## src/sv/assert_macros.svh

```systemverilog
// ----------------------------------------------------------------------------
// Assertion macros
// Shared concurrent assertion forms for the timed event list RTL.
// ----------------------------------------------------------------------------
`ifndef ASSERT_MACROS_SVH
`define ASSERT_MACROS_SVH

// Same-cycle implication: whenever ante holds, cons must hold too.
`define ASSERT_IMPL(name, clk, rst, ante, cons, msg) \
   name: assert property (@(posedge clk) disable iff (rst) (ante) |-> (cons)) \
      else $error(msg);

// Next-cycle implication: whenever ante holds, cons must hold in the next cycle.
`define ASSERT_NEXT(name, clk, rst, ante, cons, msg) \
   name: assert property (@(posedge clk) disable iff (rst) (ante) |=> (cons)) \
      else $error(msg);

`endif

```

## src/sv/tel_pkg.sv

```systemverilog
// ----------------------------------------------------------------------------
// tel_pkg
// Types and constants shared by the timed event list modules.
// ----------------------------------------------------------------------------
package tel_pkg;

   localparam int MODE_W = 3;
   localparam int STAT_W = 2;
   localparam int ID_W   = 8;
   localparam int TIME_W = 32;

   localparam logic [MODE_W-1:0] MODE_INSERT = 3'd0;
   localparam logic [MODE_W-1:0] MODE_REMOVE = 3'd1;
   localparam logic [MODE_W-1:0] MODE_ADJUST = 3'd2;
   localparam logic [MODE_W-1:0] MODE_QUERY  = 3'd3;
   localparam logic [MODE_W-1:0] MODE_HANDLE = 3'd4;

   localparam logic [STAT_W-1:0] STAT_OK      = 2'd0;
   localparam logic [STAT_W-1:0] STAT_FULL    = 2'd1;
   localparam logic [STAT_W-1:0] STAT_NOMATCH = 2'd2;
   localparam logic [STAT_W-1:0] STAT_EMPTY   = 2'd3;

   typedef enum logic [2:0] {
      S_CLEAR,
      S_IDLE,
      S_FETCH,
      S_CHECK,
      S_SCAN
   } state_type;

   typedef struct packed {
      logic              valid;
      logic [ID_W-1:0]   id;
      logic [TIME_W-1:0] evt_time;
   } slot_entry_type;

   typedef struct packed {
      logic [STAT_W-1:0] status;
      logic [ID_W-1:0]   id;
      logic [TIME_W-1:0] evt_time;
   } rsp_type;

endpackage

```

## src/sv/tel_scan.sv

```systemverilog
// ----------------------------------------------------------------------------
// tel_scan
// Sequencer: clears the table, then walks it one slot a cycle per request.
// ----------------------------------------------------------------------------
`include "assert_macros.svh"

module tel_scan
   import tel_pkg::*;
#(
   parameter int LIST_DEPTH = 512
) (
   input  logic                          clock,
   input  logic                          reset,
   input  logic                          start,
   input  logic [MODE_W-1:0]             mode,
   input  logic [ID_W-1:0]               event_id,
   input  logic [TIME_W-1:0]             event_time,
   output logic                          busy,
   output logic                          mem_wr_en,
   output logic [$clog2(LIST_DEPTH)-1:0] mem_wr_addr,
   output slot_entry_type                mem_wr_data,
   output logic                          mem_rd_en,
   output logic [$clog2(LIST_DEPTH)-1:0] mem_rd_addr,
   input  slot_entry_type                mem_rd_data,
   output logic                          done,
   output rsp_type                       rsp
);

   localparam int AW = $clog2(LIST_DEPTH);
   localparam logic [AW-1:0] LAST_IDX = AW'(LIST_DEPTH - 1);

   state_type         state_ff, state_in;
   logic [MODE_W-1:0] mode_ff, mode_in;
   logic [ID_W-1:0]   id_ff, id_in;
   logic [TIME_W-1:0] time_ff, time_in;
   logic [AW-1:0]     idx_ff, idx_in;
   logic              issued_all_ff, issued_all_in;
   logic              pend_ff, pend_in;
   logic [AW-1:0]     pend_idx_ff, pend_idx_in;
   logic              best_found_ff, best_found_in;
   logic [AW-1:0]     best_idx_ff, best_idx_in;
   logic [ID_W-1:0]   best_id_ff, best_id_in;
   logic [TIME_W-1:0] best_time_ff, best_time_in;
   logic [AW-1:0]     next_slot_ff, next_slot_in;
   logic [TIME_W-1:0] elapsed_ff, elapsed_in;
   logic [ID_W-1:0]   hit_id_ff, hit_id_in;

   logic              accept, unused_mode, issue, last_proc, hit;
   logic              scan_end, stale, clear_end, finish, cand;
   logic              fin_found;
   logic [AW-1:0]     fin_idx;
   logic [ID_W-1:0]   fin_id;
   logic [TIME_W-1:0] fin_time;
   logic [TIME_W-1:0] sat_time;

   // Decisions shared by the next-state, output and datapath logic
   always_comb begin
      accept      = start && (state_ff == S_IDLE);
      unused_mode = !(mode inside {[MODE_INSERT:MODE_HANDLE]});
      issue       = (state_ff == S_SCAN) && !issued_all_ff;
      last_proc   = pend_ff && (pend_idx_ff == LAST_IDX);
      hit = pend_ff &&
            (((mode_ff == MODE_INSERT) && !mem_rd_data.valid) ||
             (((mode_ff == MODE_REMOVE) || (mode_ff == MODE_ADJUST)) &&
              mem_rd_data.valid && (mem_rd_data.id == id_ff)));
      scan_end  = (state_ff == S_SCAN) && (hit || last_proc);
      stale     = (state_ff == S_CHECK) && !mem_rd_data.valid;
      clear_end = (state_ff == S_CLEAR) && (idx_ff == LAST_IDX);
      finish    = scan_end || stale || (accept && unused_mode);
      cand = pend_ff && (mode_ff == MODE_QUERY) && mem_rd_data.valid &&
             (!best_found_ff || (mem_rd_data.evt_time < best_time_ff));
      fin_found = best_found_ff || cand;
      fin_idx   = cand ? pend_idx_ff : best_idx_ff;
      fin_id    = cand ? mem_rd_data.id : best_id_ff;
      fin_time  = cand ? mem_rd_data.evt_time : best_time_ff;
      sat_time  = (mem_rd_data.evt_time > elapsed_ff) ?
                  (mem_rd_data.evt_time - elapsed_ff) : '0;
   end

   // Next state
   always_comb begin
      state_in = state_ff;
      case (state_ff)
         S_CLEAR: begin
            if (clear_end) begin
               state_in = S_IDLE;
            end
         end
         S_IDLE: begin
            if (accept && !unused_mode) begin
               state_in = (mode == MODE_HANDLE) ? S_FETCH : S_SCAN;
            end
         end
         S_FETCH: state_in = S_CHECK;
         S_CHECK: state_in = mem_rd_data.valid ? S_SCAN : S_IDLE;
         S_SCAN: begin
            if (scan_end) begin
               state_in = S_IDLE;
            end
         end
         default: state_in = S_CLEAR;
      endcase
   end

   // Outputs: memory controls and the result
   always_comb begin
      busy        = (state_ff != S_IDLE);
      mem_wr_en   = 1'b0;
      mem_wr_addr = pend_idx_ff;
      mem_wr_data = mem_rd_data;
      mem_rd_en   = 1'b0;
      mem_rd_addr = idx_ff;
      done        = finish;
      rsp         = '{status: STAT_OK, id: '0, evt_time: '0};
      case (state_ff)
         S_CLEAR: begin
            mem_wr_en   = 1'b1;
            mem_wr_addr = idx_ff;
            mem_wr_data = '{valid: 1'b0, id: '0, evt_time: '0};
         end
         S_FETCH: begin
            mem_rd_en   = 1'b1;
            mem_rd_addr = next_slot_ff;
         end
         S_CHECK: begin
            if (stale) begin
               rsp.status = STAT_EMPTY;
            end
         end
         S_SCAN: begin
            mem_rd_en = issue;
            if (hit) begin
               mem_wr_en = 1'b1;
               case (mode_ff)
                  MODE_INSERT: mem_wr_data = '{valid: 1'b1, id: id_ff, evt_time: time_ff};
                  MODE_REMOVE: mem_wr_data.valid = 1'b0;
                  default:     mem_wr_data.evt_time = time_ff;
               endcase
            end else if (pend_ff && (mode_ff == MODE_HANDLE) && mem_rd_data.valid) begin
               mem_wr_en            = 1'b1;
               mem_wr_data.valid    = (pend_idx_ff != next_slot_ff);
               mem_wr_data.evt_time = sat_time;
            end
            case (mode_ff)
               MODE_INSERT: rsp.status = hit ? STAT_OK : STAT_FULL;
               MODE_REMOVE,
               MODE_ADJUST: rsp.status = hit ? STAT_OK : STAT_NOMATCH;
               MODE_QUERY: begin
                  if (fin_found) begin
                     rsp = '{status: STAT_OK, id: fin_id, evt_time: fin_time};
                  end else begin
                     rsp.status = STAT_EMPTY;
                  end
               end
               MODE_HANDLE: rsp = '{status: STAT_OK, id: hit_id_ff, evt_time: elapsed_ff};
               default: rsp.status = STAT_OK;
            endcase
         end
         default: rsp.status = STAT_OK;
      endcase
   end

   // Datapath registers
   always_comb begin
      mode_in       = mode_ff;
      id_in         = id_ff;
      time_in       = time_ff;
      idx_in        = idx_ff;
      issued_all_in = issued_all_ff;
      pend_in       = issue && !scan_end;
      pend_idx_in   = idx_ff;
      best_found_in = best_found_ff;
      best_idx_in   = best_idx_ff;
      best_id_in    = best_id_ff;
      best_time_in  = best_time_ff;
      next_slot_in  = next_slot_ff;
      elapsed_in    = elapsed_ff;
      hit_id_in     = hit_id_ff;
      case (state_ff)
         S_CLEAR: idx_in = clear_end ? '0 : idx_ff + AW'(1);
         S_IDLE: begin
            if (accept) begin
               mode_in       = mode;
               id_in         = event_id;
               time_in       = event_time;
               idx_in        = '0;
               issued_all_in = 1'b0;
               best_found_in = 1'b0;
            end
         end
         S_CHECK: begin
            elapsed_in = mem_rd_data.evt_time;
            hit_id_in  = mem_rd_data.id;
         end
         S_SCAN: begin
            if (issue) begin
               if (idx_ff == LAST_IDX) begin
                  issued_all_in = 1'b1;
               end else begin
                  idx_in = idx_ff + AW'(1);
               end
            end
            if (cand) begin
               best_found_in = 1'b1;
               best_idx_in   = pend_idx_ff;
               best_id_in    = mem_rd_data.id;
               best_time_in  = mem_rd_data.evt_time;
            end
            // remember the winner once the walk is over
            if (scan_end && (mode_ff == MODE_QUERY) && fin_found) begin
               next_slot_in = fin_idx;
            end
         end
         default: idx_in = idx_ff;
      endcase
   end

   always_ff @(posedge clock) begin
      if (reset) begin
         state_ff      <= S_CLEAR;
         idx_ff        <= '0;
         issued_all_ff <= 1'b0;
         pend_ff       <= 1'b0;
         best_found_ff <= 1'b0;
         next_slot_ff  <= '0;
      end else begin
         state_ff      <= state_in;
         idx_ff        <= idx_in;
         issued_all_ff <= issued_all_in;
         pend_ff       <= pend_in;
         best_found_ff <= best_found_in;
         next_slot_ff  <= next_slot_in;
      end
   end

   always_ff @(posedge clock) begin
      mode_ff      <= mode_in;
      id_ff        <= id_in;
      time_ff      <= time_in;
      pend_idx_ff  <= pend_idx_in;
      best_idx_ff  <= best_idx_in;
      best_id_ff   <= best_id_in;
      best_time_ff <= best_time_in;
      elapsed_ff   <= elapsed_in;
      hit_id_ff    <= hit_id_in;
   end

   `ASSERT_IMPL(a_no_rw_collision, clock, reset, mem_wr_en && mem_rd_en, mem_wr_addr != mem_rd_addr, "write and read hit the same slot")
   `ASSERT_NEXT(a_done_to_idle, clock, reset, done, state_ff == S_IDLE, "sequencer not idle after result")
   `ASSERT_IMPL(a_pend_in_scan, clock, reset, pend_ff, state_ff == S_SCAN, "read data pending outside walk")
   `ASSERT_IMPL(a_full_from_insert, clock, reset, done && (rsp.status == STAT_FULL), mode_ff == MODE_INSERT, "full status from non-insert")
   `ASSERT_IMPL(a_fired_slot_freed, clock, reset, mem_wr_en && (state_ff == S_SCAN) && (mode_ff == MODE_HANDLE) && (mem_wr_addr == next_slot_ff), !mem_wr_data.valid, "fired slot left valid")

endmodule

```

## config.mk

```make
export PLATFORM = sky130hd
export DESIGN_NAME = tel_scan
export DESIGN_NICKNAME = d
export VERILOG_FILES = /design/src/sv/tel_pkg.sv /design/src/sv/tel_scan.sv
export VERILOG_INCLUDE_DIRS = /design/src /design/src/sv
export SDC_FILE = /design/constraint.sdc
export NUM_CORES = 1
export LEC_CHECK = 0
export BUFFER_PORTS_ARGS = -buffer_cell sky130_fd_sc_hd__clkbuf_2
export CAP_MARGIN = 5
export CORE_ASPECT_RATIO = 0.9
export CORE_MARGIN = 1
export CORE_UTILIZATION = 35
export CTS_CLUSTER_DIAMETER = 100
export CTS_CLUSTER_SIZE = 24
export DETAILED_ROUTE_END_ITERATION = 7
export GPL_TIMING_DRIVEN = 1
export PLACE_DENSITY = 0.56
export SLEW_MARGIN = 25
export SYNTH_ARGS = -nofsm -noshare
export SYNTH_HDL_FRONTEND = slang
export SYNTH_SLANG_ARGS = --single-unit
export TNS_END_PERCENT = 5
```

## constraint.sdc

```tcl
create_clock -name clock -period 4.45 [get_ports clock]
set_input_delay 0.6675 -clock clock [delete_from_list [all_inputs] [get_ports clock]]
set_output_delay 0.6675 -clock clock [all_outputs]
set_load 0.05 [all_outputs]
```

==> flow_summary.yaml <==
die:
  core_um2: 30300
  rows: 60
  die_y_um: 169
  floorplan.initialDensity_pct: 35.9
  dieArea_um2: 31800
  num_io_pins: 192
  die_w_um: 188
sta:
  rsz0062_at_grt: "yes"
  hold_violations: 0
  relSlewSlack_pct: 42.0
  drv_slew: 0
  worst_pin_slew_ns: 0.867
  min_period_ns: 4.31
  setup_ws_ns: 0.144
  holdWs_ns: 0.400
  fin_skew_ns: 0.0133
  fmax_ghz: 0.232
  post-route-period-util_pct: 96.8
  fin_tns_setup_ns: 0
  setup_violations: 0
placed_design:
  place_congestion: 0.883
  io_buffers: 191
  dp_slack_ns: -0.169
  hpwlAfterDp_um: 26100
pwr:
  ir_drop_uv: 250
  p_switching_w: 0.000889
  p_seq_share_pct: 47.2
  power_w: 0.00353
  p_per_area_nw_per_um2: 257
  p_sw_share_pct: 25.2
  pwr-share-comb_pct: 9.0
  clock_power_share_pct: 43.8
  power.internal_w: 0.00264
  leakage_nw: 5.82
setup_path:
  crit_fanout: 8
  critical_path.max_stage_delay_ns: 0.44
  required_ns: 3.78
  crit_start: "mem_rd_data[0]"
  r2r_slack_ns: 1.28
  critPathKind: "in -> out"
  cp-end-kind: "primary output"
  critical_path_arrival_ns: 3.64
  crit_chain: "clkbuf_2, inv_1, ha_1, fa_1, nand2b_2, a211oi_4, o21a_1, a31o_2, a41oi_4, o21a_4, buf_4, o21ai_0, buf_12"
  worstReg2RegStart: "id_ff[7]"
  crit_slowest_cell: "o21ai_0"
  cp-start-kind: "input port"
yosys:
  synthCells: 1068
  synth_seq_area_share_pct: 42.5
  ys_ff_latch: 165
  synth_top_area_share_pct: 36.5
  syn_avg_cell_area_um2: 10.2
  synthesis.nets: 1221
  yosys.area.top_type: "edfxtp_1"
  synthArstFlopShare_pct: 0
  yosysUniqueCellTypes: 68
  synth_ff_type: "edfxtp_1"
  ys_warn_count: 0
  yosys-top-cells-area: "edfxtp_1, ha_1, dfxtp_1"
  syn_area_um2: 10900
  synth_edf_count: 132
grt:
  grt_max_degree: 42
  grt_overflow: 0
  antenna_found_initial: 2
  grt_pass1_wl_um: 54500
  grt_usage_pct: 22.4
  grt_pass1_vias: 9366
final_layout:
  final_nets: 1442
  syn2layout_area_growth_pct: 26.3
  n_antenna_cell: 0
  drive_above_1_share_pct: 29.2
min_path:
  worstHoldStart: "event_time[26]"
  min-delay-path-class: "in -> reg"
detailed_routing:
  first_iter_violations: 682
  avgRoutedWirePerCell_um: 20.8
  vias: 9389
  via_per_inst: 5.51
  drt_first_pass_iters: 5
  remaining_drc_errors: 0
  drt-total-wl_um: 35500
  antenna_left: 0
clock_network:
  cts_hold_buf: 0
  cts_sinks: 165
  cts_tree: "done"
  cts_buffers: 17
  worstSkewPairLatency_ns: 0.44
  clk_pin_slew_ns: 0.08
  clk_path_buf_depth: 2
  cts_root_buf: "clkbuf_16"
  h-tree-depth: 4
run_status:
  status: "completed"
job:
  max-cap-violations: 0
-- power groups by stage --
stage	Sequential [W]	Clock [W]	Combinational, W
after global routing	0.00167	0.00164	0.000346
after CTS	0.00166	0.00158	0.000312
after detailed placement	0.00170	0	0.000309
after global placement	0.00170	0	0.000308
after floorplan	0.00170	0	0.000174
final	0.00166	0.00155	0.000316
-- critical path: cells and delay by family --
family                   cells  cell delay [ns]
adder cells (fa/ha/maj)      2             0.61
AO/OA/AOI/OAI                6             1.55
AND/OR/NAND/NOR              1             0.23
buffers and inverters        4             0.57
-- per-stage QoR --
stage / std cells / area [um^2] / util (%)
final: 1705 / 13700 / 45.4
after global routing: 1705 / 13700 / 45.4
after CTS: 1705 / 13700 / 45.3
after detailed placement: 1673 / 13100 / 43.3
after global placement: 1673 / 13100 / 43.3
after floorplan: 1068 / 10900 / -
-- state kept, by name (all words and copies together), names as in the netlist --
register and cells:
best_found_ff 1, best_id_ff 8, best_idx_ff 9, best_time_ff 32, elapsed_ff 32, hit_id_ff 8
id_ff 8, idx_ff 9, issued_all_ff 1, mode_ff 3, next_slot_ff 9, pend_ff 1
pend_idx_ff 9, state_ff 3, time_ff 32
-- layout by cell type (no fill, tap or decap), types with 40 or more instances in the layout --
cell / instances
edfxtp_1: 132
clkbuf_2: 160
nor2_1: 69
mux2_4: 40
inv_1: 77
ha_1: 65
a32o_1: 41
buf_4: 66
o21ai_0: 61
nand2_1: 91
a21oi_1: 61
-- metal layers --
layer	global-route usage, %	wire [um]	vias to the layer above
met5	0	31	-
met4	6.12	682	4
met3	4.90	2490	40
met2	36.0	16300	342
met1	30.3	16000	4540
li1	-	-	4463
-- layout make-up --
| cell class | instances | area (um^2) |
|---|---|---|
| tap | 403 | 504 |
| inverter | 78 | 293 |
| sequential | 165 | 4620 |
| clock buffer | 20 | 472 |
| timing repair buffer | 259 | 1960 |
| clock inverter | 12 | 126 |
| multi-input combinational | 768 | 5760 |
| fill | 2906 | 16500 |
-- final timing paths --
path,endpoint,cells past startpoint
worst min register to register,pend_idx_ff[8],0
worst min-delay path,time_ff[26],1
worst max-delay path,mem_wr_data[21],13
worst max register to register,next_slot_ff[2],10
-- Yosys cell counts (3+ instances only) --
| cell type | number |
|---|---|
| nor3b_1 | 3 |
| a221o_1 | 3 |
| and3_1 | 3 |
| or3_1 | 5 |
| o22ai_1 | 4 |
| buf_6 | 7 |
| nand3_1 | 27 |
| a32o_1 | 41 |
| nor3_1 | 10 |
| nor2_1 | 72 |
| o221ai_1 | 5 |
| o211ai_1 | 4 |
| xnor2_1 | 20 |
| inv_1 | 78 |
| mux2_4 | 40 |
| buf_1 | 3 |
| dfxtp_1 | 33 |
| o31ai_1 | 4 |
| xor2_1 | 29 |
| nand2b_1 | 12 |
| o21bai_1 | 6 |
| clkbuf_1 | 43 |
| a31oi_1 | 5 |
| nor2b_1 | 7 |
| o21ai_0 | 66 |
| nand4_1 | 27 |
| nor4_1 | 6 |
| ha_1 | 65 |
| o311ai_0 | 3 |
| a22oi_1 | 16 |
| edfxtp_1 | 132 |
| a22o_1 | 15 |
| and2_1 | 4 |
| a21oi_1 | 62 |
| nand2_1 | 91 |
| a211oi_1 | 16 |
| a21o_1 | 21 |
| o21a_1 | 7 |
| mux2i_1 | 9 |
| mux2_2 | 26 |
-- kinds of logic after synthesis --
| kind of cell | synth area share (%) |
|---|---|
| AOI/OAI and AO/OA | 19.6 |
| and+or+nand+nor | 11.9 |
| DFF | 42.5 |
| buffers and inverters | 5.19 |
| muxes | 9.17 |
| adders and majority gates | 7.67 |
| xor gates and xnor gates | 3.95 |
-- what timing repair did --
action / 4_1_cts / 5_1_grt
pin swaps: 0 / 1
endpoints found under the hold margin: 0 / 0
buffers inserted: 0 / 0
gates resized for setup: 4 / 7
endpoints found under the setup margin: 8 / 54
(Power assumes the default switching activity.)
